==> config.mk <==
export PLATFORM = sky130hd
export DESIGN_NAME = sie_merge
export DESIGN_NICKNAME = d
export VERILOG_FILES = /design/src/sie_pkg.sv /design/src/sie_merge.sv
export SDC_FILE = /design/constraint.sdc
export NUM_CORES = 2
export LEC_CHECK = 0
export BUFFER_PORTS_ARGS = -buffer_cell sky130_fd_sc_hd__buf_2
export CAP_MARGIN = 20
export CORE_MARGIN = 3
export CORE_UTILIZATION = 35
export CTS_CLUSTER_SIZE = 20
export DETAILED_ROUTE_END_ITERATION = 6
export PLACE_DENSITY = 0.54
export SLEW_MARGIN = 20
export SYNTH_ARGS = -nofsm -noshare
export SYNTH_HDL_FRONTEND = slang
export SYNTH_SLANG_ARGS = --single-unit
==> constraint.sdc <==
create_clock -name aclk -period 10.2 [get_ports aclk]
set_input_delay 2.55 -clock aclk [delete_from_list [all_inputs] [get_ports aclk]]
set_output_delay 2.55 -clock aclk [all_outputs]
set_load 0.1 [all_outputs]
==> src/sie_pkg.sv <==
// ---------------------------------------------------------------------------
// sie_pkg
// Shared constants and types for the stress invariant evaluator.
// ---------------------------------------------------------------------------
`default_nettype none
package sie_pkg;
    localparam int FRAC_BITS = 16;
    localparam int LANES     = 6;
    localparam int SHIFT     = FRAC_BITS + 1;
    localparam int ROOT_BITS = 32;

    localparam logic [1:0]  DIM_2D    = 2'd2;
    localparam logic [1:0]  DIM_RESET = 2'd3;
    // ceil(2^36 / 3), exact floor division by three for values below 2^34
    localparam logic [34:0] RECIP3    = 35'h555555556;

    typedef struct packed {
        logic signed [31:0] pressure;
        logic signed [47:0] energy;
        logic               sat;
    } sie_payload_t;
endpackage
`default_nettype wire

==> src/sie_merge.sv <==
// ---------------------------------------------------------------------------
// sie_merge
// Combines lane results into energy and radicand, and forms the pressure.
// ---------------------------------------------------------------------------
`default_nettype none
module sie_merge (
    input  wire logic                  aclk,
    input  wire logic                  aresetn,
    input  wire logic                  adv,
    input  wire logic                  valid_in,
    input  wire logic signed [33:0]    psum,
    input  wire logic                  two_d,
    input  wire logic signed [63:0]    prod [sie_pkg::LANES],
    input  wire logic        [66:0]    wsq  [sie_pkg::LANES],
    output logic                       valid_out,
    output logic             [63:0]    radicand,
    output sie_pkg::sie_payload_t      payload
);
    import sie_pkg::*;

    localparam logic signed [66:0] ERND = {{(67 - SHIFT){1'b0}}, {SHIFT{1'b1}}};
    localparam logic signed [66:0] EMAX = {20'h00000, {47{1'b1}}};
    localparam logic signed [66:0] EMIN = {{20{1'b1}}, 47'd0};

    // pressure path
    logic        [32:0] pmag_reg;
    logic               pneg_b_reg, ptwo_b_reg, pneg_c_reg, ptwo_c_reg, pneg_d_reg;
    logic        [51:0] pp_lo_reg;
    logic        [50:0] pp_hi_reg;
    logic        [31:0] phalf_reg;
    logic        [31:0] q_reg;
    logic signed [31:0] pres_e_reg, pres_f_reg;
    logic        [68:0] q3_sum;
    logic        [33:0] pabs;

    // energy and radicand path
    logic signed [64:0] epair_reg [3];
    logic        [67:0] wpair_reg [3];
    logic signed [66:0] etot_reg;
    logic        [68:0] vtot_reg;
    logic signed [66:0] etr;
    logic signed [47:0] energy_reg;
    logic        [63:0] rad_reg;
    logic               sat_reg;
    logic               vb_reg, vc_reg, vd_reg;

    assign pabs   = psum[33] ? 34'(-psum) : 34'(psum);
    assign q3_sum = {1'b0, pp_hi_reg, 17'd0} + {17'd0, pp_lo_reg};
    assign etr    = (etot_reg + (etot_reg[66] ? ERND : 67'sd0)) >>> SHIFT;

    always_ff @(posedge aclk) begin
        if (adv) begin
            pmag_reg   <= pabs[32:0];
            pneg_b_reg <= psum[33];
            ptwo_b_reg <= two_d;
            pp_lo_reg  <= pmag_reg[16:0] * RECIP3;
            pp_hi_reg  <= pmag_reg[32:17] * RECIP3;
            phalf_reg  <= pmag_reg[32:1];
            pneg_c_reg <= pneg_b_reg;
            ptwo_c_reg <= ptwo_b_reg;
            q_reg      <= ptwo_c_reg ? phalf_reg : q3_sum[67:36];
            pneg_d_reg <= pneg_c_reg;
            if (pneg_d_reg) begin
                pres_e_reg <= (q_reg == 32'h80000000) ? 32'sh7FFFFFFF : $signed(q_reg);
            end else begin
                pres_e_reg <= $signed(-q_reg);
            end
            pres_f_reg <= pres_e_reg;

            for (int j = 0; j < 3; j++) begin
                epair_reg[j] <= 65'(prod[2*j]) + 65'(prod[2*j+1]);
                wpair_reg[j] <= 68'(wsq[2*j]) + 68'(wsq[2*j+1]);
            end
            etot_reg <= 67'(epair_reg[0]) + 67'(epair_reg[1]) + 67'(epair_reg[2]);
            vtot_reg <= 69'(wpair_reg[0]) + 69'(wpair_reg[1]) + 69'(wpair_reg[2]);
            if (etr > EMAX) begin
                energy_reg <= EMAX[47:0];
            end else if (etr < EMIN) begin
                energy_reg <= EMIN[47:0];
            end else begin
                energy_reg <= etr[47:0];
            end
            rad_reg <= vtot_reg[64:1];
            sat_reg <= |vtot_reg[68:65];
        end
    end

    always_ff @(posedge aclk) begin
        if (!aresetn) begin
            vb_reg <= 1'b0;
            vc_reg <= 1'b0;
            vd_reg <= 1'b0;
        end else if (adv) begin
            vb_reg <= valid_in;
            vc_reg <= vb_reg;
            vd_reg <= vc_reg;
        end
    end

    assign valid_out        = vd_reg;
    assign radicand         = rad_reg;
    assign payload.pressure = pres_f_reg;
    assign payload.energy   = energy_reg;
    assign payload.sat      = sat_reg;
endmodule
`default_nettype wire

==> flow_summary.toml <==
[timing]
rsz0062_at_grt = "false"
fmax_mhz = 143
relSlewSlack = 0.212
setup_violations = 0
layout_setup_ws_ns = 3.18
worstMarginPinSlew_ns = 1.18
hold_viol = 0
drv_slew = 0
holdWs_ns = 0.412
min_period_over_period = 0.688
fin_skew_ns = 0.0412
tns_ns = 0
period_minus_slack_ns = 7.02

[synthesis]
synth-simple-area-share = 0.105
synth_area_leader_cell = "edfxtp_1"
synth_cells = 7240
muxShareOfSynthArea = 0.00112
synth_xor_area_frac = 0.0787
postSynthAreaPerCell_um2 = 10.2
synthesis.area_um2 = 73900
synth_fa_ha_area_frac = 0.225
synth.top_cell.area_share = 0.364
ys_top_cells_by_area = "edfxtp_1, ha_1, fa_1"
synth-compound-area-share = 0.188
synth_seq_area_share = 0.365
yosysMostFrequentCell = "edfxtp_1"
synth_top_family_by_area = "adder cells"
synth.ff_latch_count = 899
synth_edf_count = 896
synth_flop_cell = "edfxtp_1"
synth_cell_type_count = 90
synthTopCellsByCount = "edfxtp_1, ha_1, a21oi_1"
async_flop_share = 0
synth-warning-count = 0
synth_fp_nets = 9205

[worst_hold_path]
hold_depth = 0
hp-class = "register to register"

[power_and_ir_drop]
p_leak_nw = 37.1
ir_drop_mv = 0.640
power_density_nw_per_um2 = 387
power_mw = 33.2

[clock_network]
cts_root_buf = "clkbuf_16"
cts_tree = "built"
clkSinkCount = 899
cts.path.max_buffers = 3
clkTransAtPathRegs_ns = 0.06
cts.htree.levels = 3
clkLatencyLatePin_ns = 0.79
numCtsBuffers = 110
post_cts.repair.setup_buffers = 0
cts_resized = 0
cts_hold_buf = 0

[final_layout]
layout.nets = 10102
largest_register_ffs = 204
instances_no_fill = 11042
drive_gt1_frac = 0.149
syn_to_final_growth_pct = 15.8

[die]
die-area_um2 = 217000
core_area_um2 = 210000
die_h_um = 466
fp-row-count = 168
io_pins = 971
die_w_um = 466
start_util = 0.352

[drt]
via_per_inst = 5.45
drcViolationCount = 0
final_antenna_net_count = 0
drt_pass1_iterations = 6
drt-total-wl_um = 278000
vias = 60179
wire_per_inst_um = 25.2
drtIter0Drc = 4942

[status]
status = "complete, no violations"

[placement]
place_inst = 10830
portBuffers = 970
dp_slack_ns = 2.79
gp_congestion = 0.959
hpwl_um = 236000

[worst_setup_path]
required_ns = 10.70
cp.arrival_ns = 7.52
cp-start-kind = "register"
r2r_cells = 22
end_kind = "register"
worstSetupPathType = "register to register"
path_max_fanout = 5

[global_route]
grt_max_degree = 138
antenna_found_initial = 42
grt.total_usage = 0.248
grt_pass1_wl_um = 399000
first_global_vias = 59826
overflow = 0

[run]
maxCapViolCount = 0
## worst paths after layout
kind / from / end / slack (ns)
min reg2reg: vtot_reg[10] / radicand[9] / 0.41
min: vtot_reg[10] / radicand[9] / 0.41
max: pmag_reg[4] / pp_lo_reg[51] / 3.18
max reg2reg: pmag_reg[4] / pp_lo_reg[51] / 3.18
## cell type report
cell class | count | area [um2]
fillers | 20737 | 124000
well taps | 2805 | 3510
flip-flops and latches | 899 | 27000
repair buffers | 1001 | 5160
inverters | 538 | 2020
clock inverters | 72 | 912
clock buffers | 128 | 2880
diodes | 12 | 30.0
multi-input cells | 5587 | 44100
## kinds of logic after synthesis
logic type / count (synthesis)
AO/OA/AOI/OAI: 2177
XOR/XNOR: 664
adder cells (fa/ha/maj): 1140
buffers and inverters: 754
flip-flops: 899
multiplexers: 8
AND/OR/NAND/NOR: 1598
## per-stage QoR
step | util | area (um2)
after CTS | 0.408 | 85600
after global placement | 0.390 | 81800
after detailed placement | 0.390 | 81800
final | 0.408 | 85600
after global routing | 0.408 | 85600
after floorplan | - | 73900
## per-layer routing
layer,global-route usage,vias to the layer above,share of wire
li1,-,28378,-
met1,0.327,29525,0.43
met2,0.415,1942,0.48
met3,0.0389,324,0.060
met4,0.0801,10,0.036
met5,0,-,0.00021
## critical path, cell delays in order (launching register included)
cell       delay [ns]
edfxtp_1         0.48
ha_1             0.35
inv_1            0.08
fa_1             0.59
inv_1            0.11
fa_1             0.53
fa_1             0.44
fa_1             0.55
inv_1            0.06
fa_1             0.50
inv_1            0.05
ha_1             0.29
a21o_1           0.21
a21oi_1          0.17
o21ai_0          0.10
a21o_1           0.19
a2111oi_0        0.60
a21oi_1          0.32
a41oi_1          0.33
a31o_2           0.24
o21ai_0          0.19
a41oi_1          0.30
xnor2_1          0.09
## cell usage in the layout (no fill, tap or decap), types with 37 or more instances in the layout
cell type and count:
and2_1 37, o31ai_1 53, o21a_1 76, clkbuf_16 113
o211ai_1 38, inv_1 538, ha_1 826, edfxtp_1 896
nand3_1 152, xor2_1 235, and3_1 59, nand2_1 460
a31oi_1 76, nor3_1 100, nor2_1 375, a21oi_1 661
o21bai_1 112, buf_2 969, nand2b_1 68, nand4_1 136
nor2b_1 74, o21ai_0 435, a211oi_1 63, fa_1 314
a21o_1 393, xnor2_1 429
## power breakdown
group | leakage [nW] | internal (mW) | switching [mW]
logic | 26.5 | 8.23 | 13.4
registers | 8.78 | 6.60 | 0.746
clock network | 1.83 | 2.48 | 1.70
(Power assumes the default switching activity.)
